`src/rtl/assert_macros.svh`:
```
// ----------------------------------------------------------------------------
// SJF scheduler assertion macros
// Concurrent assertion helpers for the top level, the only RTL file that carries checks.
// ----------------------------------------------------------------------------
`ifndef ASSERT_MACROS_SVH
`define ASSERT_MACROS_SVH

// Checks that cons holds whenever ante holds, outside reset.
`define SJF_ASSERT_IMPLY(lbl, clk, rstn, ante, cons, msg) \
    lbl: assert property (@(posedge clk) disable iff (!rstn) (ante) |-> (cons)) \
        else $error(msg);

// Checks that expr never holds, outside reset.
`define SJF_ASSERT_NEVER(lbl, clk, rstn, expr, msg) \
    lbl: assert property (@(posedge clk) disable iff (!rstn) !(expr)) else $error(msg);

`endif

```
`src/rtl/sjf_pkg.sv`:
```
// ----------------------------------------------------------------------------
// SJF scheduler package
// Sizes, record layout, controller states and the command and status
// bundles that join the controller and the datapath.
// ----------------------------------------------------------------------------
`timescale 1ns / 1ps

package sjf_pkg;

    localparam int MAX_PROCS  = 16;
    localparam int TIME_WIDTH = 16;
    localparam int IDX_W      = $clog2(MAX_PROCS);
    localparam int CNT_W      = $clog2(MAX_PROCS + 1);
    localparam int FIELD_W    = 16;
    localparam int TIME_W     = 21;
    localparam int IN_W       = 48;
    localparam int OUT_W      = 112;

    // Arrival and burst keep only their low TIME_WIDTH bits.
    localparam logic [FIELD_W-1:0] TIME_MASK =
        FIELD_W'((65'(1) << TIME_WIDTH) - 65'(1));

    typedef struct packed {
        logic [FIELD_W-1:0] bur;
        logic [FIELD_W-1:0] arr;
        logic [FIELD_W-1:0] id;
    } rec_t;

    typedef enum logic [2:0] {
        WR_NONE,
        WR_LOAD,
        WR_HOLD_J,
        WR_HOLD_I,
        WR_HOLD_PICK
    } wr_sel_t;

    typedef enum logic [3:0] {
        ST_LOAD,
        ST_SO_RDI,
        ST_SO_LDI,
        ST_SO_CHK,
        ST_SO_CMP,
        ST_SO_WRI,
        ST_SC_RDI,
        ST_SC_LDI,
        ST_SC_CHK,
        ST_SC_CMP,
        ST_SC_SWP,
        ST_SC_EMIT
    } ctl_state_t;

    typedef struct packed {
        wr_sel_t wr_sel;
        logic    rd_en;
        logic    rd_j;
        logic    hold_ld;
        logic    sched_init;
        logic    best_ld;
        logic    i_clr;
        logic    i_inc;
        logic    j_init;
        logic    j_inc;
        logic    start_ld;
        logic    emit;
        logic    cnt_clr;
    } cmd_t;

    typedef struct packed {
        logic full;
        logic j_end;
        logic i_last;
        logic arr_gt;
        logic late;
        logic bur_lt;
        logic pick_ne_i;
        logic out_free;
    } sts_t;

endpackage

```
`src/rtl/sjf_nonpreemptive_scheduler.sv`:
```
// Non-preemptive shortest-job-first scheduler.
// The slave channel takes one process record per request; tlast marks the
// last record of a set and starts the schedule. Records beyond 16 are dropped,
// but a dropped record that carries tlast still starts the schedule.
// The master channel returns one result per held record, in scheduled order,
// with tlast on the final one. While loading, s_tready stays high, so no request waits.
// Both the arrival sort and the selection walk the record table through its
// single registered read port.
// While a set is sorted or scheduled, s_tready stays low.
// Results leave through an output register, so the block computes the next
// result while the previous one waits; a stalled receiver only holds the
// block once a second result is ready. Once the last result is in the output
// register the block takes records for the next set.
// Reset empties the set and drops any pending result; table contents are not
// cleared and are never read before they are written.
// ----------------------------------------------------------------------------
// SJF scheduler top level
// Joins the controller and the datapath and checks their cooperation.
// ----------------------------------------------------------------------------
`timescale 1ns / 1ps
`include "assert_macros.svh"

module sjf_nonpreemptive_scheduler
    import sjf_pkg::*;
(
    input  logic             aclk,
    input  logic             aresetn,
    input  logic             s_tvalid,
    output logic             s_tready,
    // s_tdata, lowest bit up: proc_id[15:0], arrival[31:16], burst[47:32].
    input  logic [IN_W-1:0]  s_tdata,
    // s_tlast: is_last, the final record of the set.
    input  logic             s_tlast,
    output logic             m_tvalid,
    input  logic             m_tready,
    // m_tdata, lowest bit up: proc_id_res[15:0], arrival_res[31:16],
    // burst_res[47:32], completion[68:48], turnaround[89:69],
    // waiting[110:90], zero pad[111].
    output logic [OUT_W-1:0] m_tdata,
    // m_tlast: last_result, the final result of the schedule.
    output logic             m_tlast
);

    cmd_t cmd;
    sts_t sts;

    // The controller sequences every table access and every counter step.
    sjf_ctrl u_ctrl (
        .aclk     (aclk),
        .aresetn  (aresetn),
        .s_tvalid (s_tvalid),
        .s_tlast  (s_tlast),
        .s_tready (s_tready),
        .sts      (sts),
        .cmd      (cmd)
    );

    // The datapath holds the table, the schedule clock and the result register.
    sjf_dpath u_dpath (
        .aclk     (aclk),
        .aresetn  (aresetn),
        .cmd      (cmd),
        .sts      (sts),
        .s_tdata  (s_tdata),
        .m_tvalid (m_tvalid),
        .m_tready (m_tready),
        .m_tdata  (m_tdata),
        .m_tlast  (m_tlast)
    );

    // A result may only be loaded when the output register can take it.
    `SJF_ASSERT_IMPLY(a_emit_free, aclk, aresetn, cmd.emit, sts.out_free, "result overwritten")

    // Table writes from the input happen only on an accepted request.
    `SJF_ASSERT_IMPLY(a_load_acc, aclk, aresetn, cmd.wr_sel == WR_LOAD, s_tvalid && s_tready, "load write without request")

    // Turnaround is burst plus waiting.
    `SJF_ASSERT_IMPLY(a_turn, aclk, aresetn, m_tvalid, m_tdata[89:69] == (21'(m_tdata[47:32]) + m_tdata[110:90]), "turnaround mismatch")

    // Completion is arrival plus turnaround.
    `SJF_ASSERT_IMPLY(a_comp, aclk, aresetn, m_tvalid, m_tdata[68:48] == (21'(m_tdata[31:16]) + m_tdata[89:69]), "completion mismatch")

endmodule

```
`src/rtl/sjf_dpath.sv`:
```
// ----------------------------------------------------------------------------
// SJF scheduler datapath
// Record table, loop counters, compare logic, schedule clock and the
// result register.
// ----------------------------------------------------------------------------
`timescale 1ns / 1ps

module sjf_dpath
    import sjf_pkg::*;
(
    input  logic              aclk,
    input  logic              aresetn,
    input  cmd_t              cmd,
    output sts_t              sts,
    input  logic [IN_W-1:0]   s_tdata,
    output logic              m_tvalid,
    input  logic              m_tready,
    output logic [OUT_W-1:0]  m_tdata,
    output logic              m_tlast
);

    rec_t mem [MAX_PROCS];

    rec_t              rd_data_reg;
    rec_t              hold_reg;
    rec_t              best_reg;
    rec_t              out_rec_reg;
    logic [CNT_W-1:0]  cnt_reg;
    logic [CNT_W-1:0]  i_reg;
    logic [CNT_W-1:0]  j_reg;
    logic [IDX_W-1:0]  pick_reg;
    logic [TIME_W-1:0] cur_time_reg;
    logic [TIME_W-1:0] start_reg;
    logic [TIME_W-1:0] wt_reg;
    logic [TIME_W-1:0] comp_reg;
    logic [TIME_W-1:0] turn_reg;
    logic [TIME_W-1:0] out_wt_reg;
    logic              last_reg;
    logic              m_tvalid_reg;

    rec_t              in_rec;
    rec_t              wr_data;
    logic [IDX_W-1:0]  wr_addr;
    logic              wr_en;
    logic [IDX_W-1:0]  rd_addr;
    logic [CNT_W-1:0]  i_plus1;
    logic [TIME_W-1:0] best_bur_ext;
    logic [TIME_W-1:0] best_arr_ext;

    assign in_rec.id  = s_tdata[15:0];
    assign in_rec.arr = s_tdata[31:16] & TIME_MASK;
    assign in_rec.bur = s_tdata[47:32] & TIME_MASK;

    assign i_plus1      = i_reg + CNT_W'(1);
    assign best_bur_ext = TIME_W'(best_reg.bur);
    assign best_arr_ext = TIME_W'(best_reg.arr);

    always_comb begin
        wr_en   = 1'b1;
        wr_data = hold_reg;
        unique case (cmd.wr_sel)
            WR_LOAD: begin
                wr_en   = !sts.full;
                wr_addr = cnt_reg[IDX_W-1:0];
                wr_data = in_rec;
            end
            WR_HOLD_J:    wr_addr = j_reg[IDX_W-1:0];
            WR_HOLD_I:    wr_addr = i_reg[IDX_W-1:0];
            WR_HOLD_PICK: wr_addr = pick_reg;
            default: begin
                wr_en   = 1'b0;
                wr_addr = i_reg[IDX_W-1:0];
            end
        endcase
    end

    assign rd_addr = cmd.rd_j ? j_reg[IDX_W-1:0] : i_reg[IDX_W-1:0];

    always_ff @(posedge aclk) begin
        if (wr_en) begin
            mem[wr_addr] <= wr_data;
        end
        if (cmd.rd_en) begin
            rd_data_reg <= mem[rd_addr];
        end
    end

    assign sts.full      = (cnt_reg == CNT_W'(MAX_PROCS));
    assign sts.j_end     = (j_reg >= cnt_reg);
    assign sts.i_last    = (i_plus1 == cnt_reg);
    assign sts.arr_gt    = (hold_reg.arr > rd_data_reg.arr);
    assign sts.late      = (TIME_W'(rd_data_reg.arr) > cur_time_reg);
    assign sts.bur_lt    = (rd_data_reg.bur < best_reg.bur);
    assign sts.pick_ne_i = (pick_reg != i_reg[IDX_W-1:0]);
    assign sts.out_free  = !m_tvalid_reg || m_tready;

    // Control registers.
    always_ff @(posedge aclk) begin
        if (!aresetn) begin
            cnt_reg      <= '0;
            m_tvalid_reg <= 1'b0;
        end else begin
            if (cmd.cnt_clr) begin
                cnt_reg <= '0;
            end else if (cmd.wr_sel == WR_LOAD && !sts.full) begin
                cnt_reg <= cnt_reg + CNT_W'(1);
            end
            if (cmd.emit) begin
                m_tvalid_reg <= 1'b1;
            end else if (m_tready) begin
                m_tvalid_reg <= 1'b0;
            end
        end
    end

    // Counters and working values, always set before they are used.
    always_ff @(posedge aclk) begin
        if (cmd.i_clr) begin
            i_reg <= '0;
        end else if (cmd.i_inc) begin
            i_reg <= i_plus1;
        end
        if (cmd.j_init) begin
            j_reg <= i_plus1;
        end else if (cmd.j_inc) begin
            j_reg <= j_reg + CNT_W'(1);
        end
        if (cmd.hold_ld) begin
            hold_reg <= rd_data_reg;
        end
        if (cmd.sched_init) begin
            best_reg <= rd_data_reg;
            pick_reg <= i_reg[IDX_W-1:0];
            // The clock starts at the earliest arrival.
            if (i_reg == '0) begin
                cur_time_reg <= TIME_W'(rd_data_reg.arr);
            end
        end else if (cmd.best_ld) begin
            best_reg <= rd_data_reg;
            pick_reg <= j_reg[IDX_W-1:0];
        end
        if (cmd.start_ld) begin
            if (cur_time_reg > best_arr_ext) begin
                start_reg <= cur_time_reg;
                wt_reg    <= cur_time_reg - best_arr_ext;
            end else begin
                start_reg <= best_arr_ext;
                wt_reg    <= '0;
            end
        end
        if (cmd.emit) begin
            out_rec_reg  <= best_reg;
            comp_reg     <= start_reg + best_bur_ext;
            turn_reg     <= wt_reg + best_bur_ext;
            out_wt_reg   <= wt_reg;
            last_reg     <= sts.i_last;
            cur_time_reg <= start_reg + best_bur_ext;
        end
    end

    assign m_tvalid = m_tvalid_reg;
    assign m_tlast  = last_reg;
    assign m_tdata  = {1'b0, out_wt_reg, turn_reg, comp_reg,
                       out_rec_reg.bur, out_rec_reg.arr, out_rec_reg.id};

endmodule

```
`src/rtl/sjf_ctrl.sv`:
```
// ----------------------------------------------------------------------------
// SJF scheduler controller
// Sequences loading, the arrival sort and the shortest-job selection.
// ----------------------------------------------------------------------------
`timescale 1ns / 1ps

module sjf_ctrl
    import sjf_pkg::*;
(
    input  logic aclk,
    input  logic aresetn,
    input  logic s_tvalid,
    input  logic s_tlast,
    output logic s_tready,
    input  sts_t sts,
    output cmd_t cmd
);

    ctl_state_t state_reg;
    ctl_state_t state_next;

    always_ff @(posedge aclk) begin
        if (!aresetn) begin
            state_reg <= ST_LOAD;
        end else begin
            state_reg <= state_next;
        end
    end

    always_comb begin
        cmd        = '0;
        cmd.wr_sel = WR_NONE;
        s_tready   = 1'b0;
        state_next = state_reg;
        unique case (state_reg)
            ST_LOAD: begin
                s_tready = 1'b1;
                if (s_tvalid) begin
                    cmd.wr_sel = WR_LOAD;
                    if (s_tlast) begin
                        cmd.i_clr  = 1'b1;
                        state_next = ST_SO_RDI;
                    end
                end
            end
            ST_SO_RDI: begin
                cmd.rd_en  = 1'b1;
                state_next = ST_SO_LDI;
            end
            ST_SO_LDI: begin
                cmd.hold_ld = 1'b1;
                cmd.j_init  = 1'b1;
                state_next  = ST_SO_CHK;
            end
            ST_SO_CHK: begin
                if (sts.j_end) begin
                    state_next = ST_SO_WRI;
                end else begin
                    cmd.rd_en  = 1'b1;
                    cmd.rd_j   = 1'b1;
                    state_next = ST_SO_CMP;
                end
            end
            ST_SO_CMP: begin
                // Exchange: the held record goes to j, the earlier one is held.
                if (sts.arr_gt) begin
                    cmd.wr_sel  = WR_HOLD_J;
                    cmd.hold_ld = 1'b1;
                end
                cmd.j_inc  = 1'b1;
                state_next = ST_SO_CHK;
            end
            ST_SO_WRI: begin
                cmd.wr_sel = WR_HOLD_I;
                if (sts.i_last) begin
                    cmd.i_clr  = 1'b1;
                    state_next = ST_SC_RDI;
                end else begin
                    cmd.i_inc  = 1'b1;
                    state_next = ST_SO_RDI;
                end
            end
            ST_SC_RDI: begin
                cmd.rd_en  = 1'b1;
                state_next = ST_SC_LDI;
            end
            ST_SC_LDI: begin
                cmd.hold_ld    = 1'b1;
                cmd.sched_init = 1'b1;
                cmd.j_init     = 1'b1;
                state_next     = ST_SC_CHK;
            end
            ST_SC_CHK: begin
                if (sts.j_end) begin
                    state_next = ST_SC_SWP;
                end else begin
                    cmd.rd_en  = 1'b1;
                    cmd.rd_j   = 1'b1;
                    state_next = ST_SC_CMP;
                end
            end
            ST_SC_CMP: begin
                if (sts.late) begin
                    state_next = ST_SC_SWP;
                end else begin
                    cmd.best_ld = sts.bur_lt;
                    cmd.j_inc   = 1'b1;
                    state_next  = ST_SC_CHK;
                end
            end
            ST_SC_SWP: begin
                if (sts.pick_ne_i) begin
                    cmd.wr_sel = WR_HOLD_PICK;
                end
                cmd.start_ld = 1'b1;
                state_next   = ST_SC_EMIT;
            end
            ST_SC_EMIT: begin
                if (sts.out_free) begin
                    cmd.emit = 1'b1;
                    if (sts.i_last) begin
                        cmd.cnt_clr = 1'b1;
                        state_next  = ST_LOAD;
                    end else begin
                        cmd.i_inc  = 1'b1;
                        state_next = ST_SC_RDI;
                    end
                end
            end
            default: begin
                state_next = ST_LOAD;
            end
        endcase
    end

endmodule

```
`config.mk`:
```
export PLATFORM = sky130hd
export DESIGN_NAME = sjf_nonpreemptive_scheduler
export DESIGN_NICKNAME = d
export VERILOG_FILES = /design/src/rtl/sjf_pkg.sv /design/src/rtl/sjf_nonpreemptive_scheduler.sv /design/src/rtl/sjf_dpath.sv /design/src/rtl/sjf_ctrl.sv
export VERILOG_INCLUDE_DIRS = /design/src /design/src/rtl
export SDC_FILE = /design/constraint.sdc
export NUM_CORES = 2
export LEC_CHECK = 0
export ABC_AREA = 1
export BUFFER_PORTS_ARGS = -buffer_cell sky130_fd_sc_hd__clkbuf_2
export CORE_MARGIN = 2
export CORE_UTILIZATION = 25
export CTS_CLUSTER_DIAMETER = 40
export DETAILED_ROUTE_END_ITERATION = 7
export PLACE_DENSITY_LB_ADDON = 0.15
export RECOVER_POWER = 50
export SLEW_MARGIN = 20
export SYNTH_ARGS = -nofsm -noshare
export SYNTH_HDL_FRONTEND = slang
export SYNTH_HIERARCHICAL = 1
export SYNTH_SLANG_ARGS = --single-unit
```
`constraint.sdc`:
```
create_clock -name aclk -period 22.6 [get_ports aclk]
set_input_delay 3.39 -clock aclk [delete_from_list [all_inputs] [get_ports aclk]]
set_output_delay 3.39 -clock aclk [all_outputs]
set_load 0.01 [all_outputs]
```
==> run metrics <==
Die Ht=444 um; DR vias/cell=4.50; final instance area=0.0584 mm2; Power Dens Cells=95.1 mW/mm2; setup TNS=0 ns; CP dominant cell by count=clkbuf_1; Total Wirelength=151000 um; cts hold-fix bufs=0; Hold Crit Endpoint=u_dpath/m_tdata[14]$_DFFE_PP_; Multi-input gate area=0.0125 mm2; row count=161; first-pass GRT wire length=218000 um; fin crit share=46.0%; Max Fclk=96.1 MHz; H-tree levels=4; Worst path max stage delay=2.69 ns; R2R setup slack=12.89 ns; core area=0.192 mm2; Mapped Avg Cell Area=11.9 um2; RD Place Congestion=0.818; Slew Limit Fails=508; Die X=444 um; DRC Markers=0; DRT antenna net count=0; Worst EP arrival=10.94 ns; wire per inst=21.7 um; fraction of final layout cells with drive strength greater than 1=10.7%; syn nets=4212; commonest non-fill, non-tap cell in the layout=edfxtp_1; clock-pin slew on the worst setup and hold paths=0.05 ns; die area=0.197 mm2; post-CTS sizing=0; Worst R2R Path Depth=17; actual slew at the worst max-slew pin=3.87 ns; WP data required=23.13 ns; Worst setup EP type=flop; Biggest register=u_dpath/mem; Top Ports=168; kind of critical path=in -> reg; CTS Buffer Depth=3; Worst setup SP type=input pin; Layout area overhead=20.9%; initial antenna violation count=9; Reg2Reg Launch Point=u_dpath/rd_data_reg[31]$_DFFE_PP_; Num CTS Buffers=198; GRT Util Overall=15.1%; unrepaired setup endpoints after global routing=no; largest net degree at the start of global routing=142; post-CTS setup buffer count=0; Hold Startpoint=u_dpath/best_reg[14]$_DFFE_PP_; clock latency on the worst-skew pair=0.82 ns; max-cap viol count=14; cell count after synthesis=4051; Sink Count=1111; setup ws final=12.20 ns; count of input and output buffers=166; effective utilization at floorplan=25.1%; Static Leak=20.7 nW; crit path max fanout=51; First DRT Iteration DRCs=2316; Total Nets Final=4422; Synth Warn #=6; commonest non-fill, non-tap cells in the layout=edfxtp_1 (1096), nand2_1 (786), inv_1 (435), o211ai_1 (369), a21oi_1 (280); Pre-Repair DR Iteration Count=5; non-filler cells, final=6962; TritonCTS clock tree=yes; final hold vios=0; failing checks=max-capacitance violations, max-slew violations; Final min period=10.40 ns; Sequential Area=0.0332 mm2; CP max stage cell=clkbuf_1; hold depth=0; Critical R2R Capture=u_dpath/mem[0][16]$_DFFE_PP_; maximum vdd drop=0.0000572 V; cell area after synthesis=0.0483 mm2; GRT overflow=0; clock root buffer=clkbuf_16; relative slew slack=-158%; total number of vias=31300; status=finished with violations; Final HPWL DP=87500 um; FILL cells=19500; vias in the first global route=30900; critical-path cell list=clkbuf_2 -> nand2_1 -> nand2_1 -> nand3_4 -> clkbuf_1 -> clkinvlp_2 -> clkbuf_1 -> o21ai_0 -> clkbuf_1; setup violators final=0; placed cell area=0.0519 mm2; hold slack=0.409 ns; pre-CTS WS=15.49 ns; Hold Crit Class=reg -> reg; dpl cells=6586; clk_skew=0.0693 ns; max reg flops=768
==> worst max-delay path, delay by kind of cell <==
kind | cells | cell delay [ns]
and+or+nand+nor | 3 | 0.30
AOI/OAI and AO/OA | 1 | 0.60
buffers and inverters | 5 | 6.57
==> where the power goes <==
group	internal [mW]	switching (mW)	total [mW]	leakage [nW]
clock network	1.88	1.11	3.00	3.27
registers	2.35	0.0185	2.37	10.0
logic	0.0419	0.153	0.195	7.41
total	4.27	1.28	5.56	20.7
==> per-layer routing <==
| layer | track usage, % | part of all wire (%) | vias to the layer above |
|---|---|---|---|
| li1 | - | - | 15000 |
| met1 | 19.9 | 45 | 15300 |
| met2 | 25.2 | 48 | 713 |
| met3 | 2.52 | 4.3 | 226 |
| met4 | 4.92 | 2.8 | 0 |
| met5 | 0 | 0 | - |
==> stage by stage <==
step / util [%] / power (mW)
global placement: 27.0 / 2.60
detailed placement: 27.0 / 2.60
finish: 30.4 / 5.56
floorplan: - / 2.50
global route: 30.4 / 5.75
CTS: 30.5 / 5.64
==> layout make-up <==
| class | instances | share of cell area (%) |
|---|---|---|
| clock buffer | 215 | 8.59 |
| sequential | 1111 | 56.9 |
| timing repair buffer | 211 | 1.75 |
| tap | 2526 | 5.41 |
| clock inverter | 158 | 3.04 |
| antenna | 2 | 0.00857 |
| inverter | 454 | 2.93 |
| multi-input combinational | 2285 | 21.4 |
==> how the worst max path moves through the flow <==
stage / startpoint / depth (start not counted) / endpoint
final: s_tvalid / 9 / u_dpath/mem[0][16]$_DFFE_PP_
after global routing: s_tvalid / 9 / u_dpath/mem[0][16]$_DFFE_PP_
after CTS: u_dpath/j_reg[0]$_DFFE_PP_ / 22 / u_dpath/rd_data_reg[23]$_DFFE_PP_
after detailed placement: s_tvalid / 12 / u_dpath/mem[9][2]$_DFFE_PP_
after global placement: s_tvalid / 12 / u_dpath/mem[1][2]$_DFFE_PP_
after floorplan: m_tready / 7 / u_dpath/cur_time_reg[0]$_DFFE_PP_
Note: power is estimated with default switching activity, not from simulation.
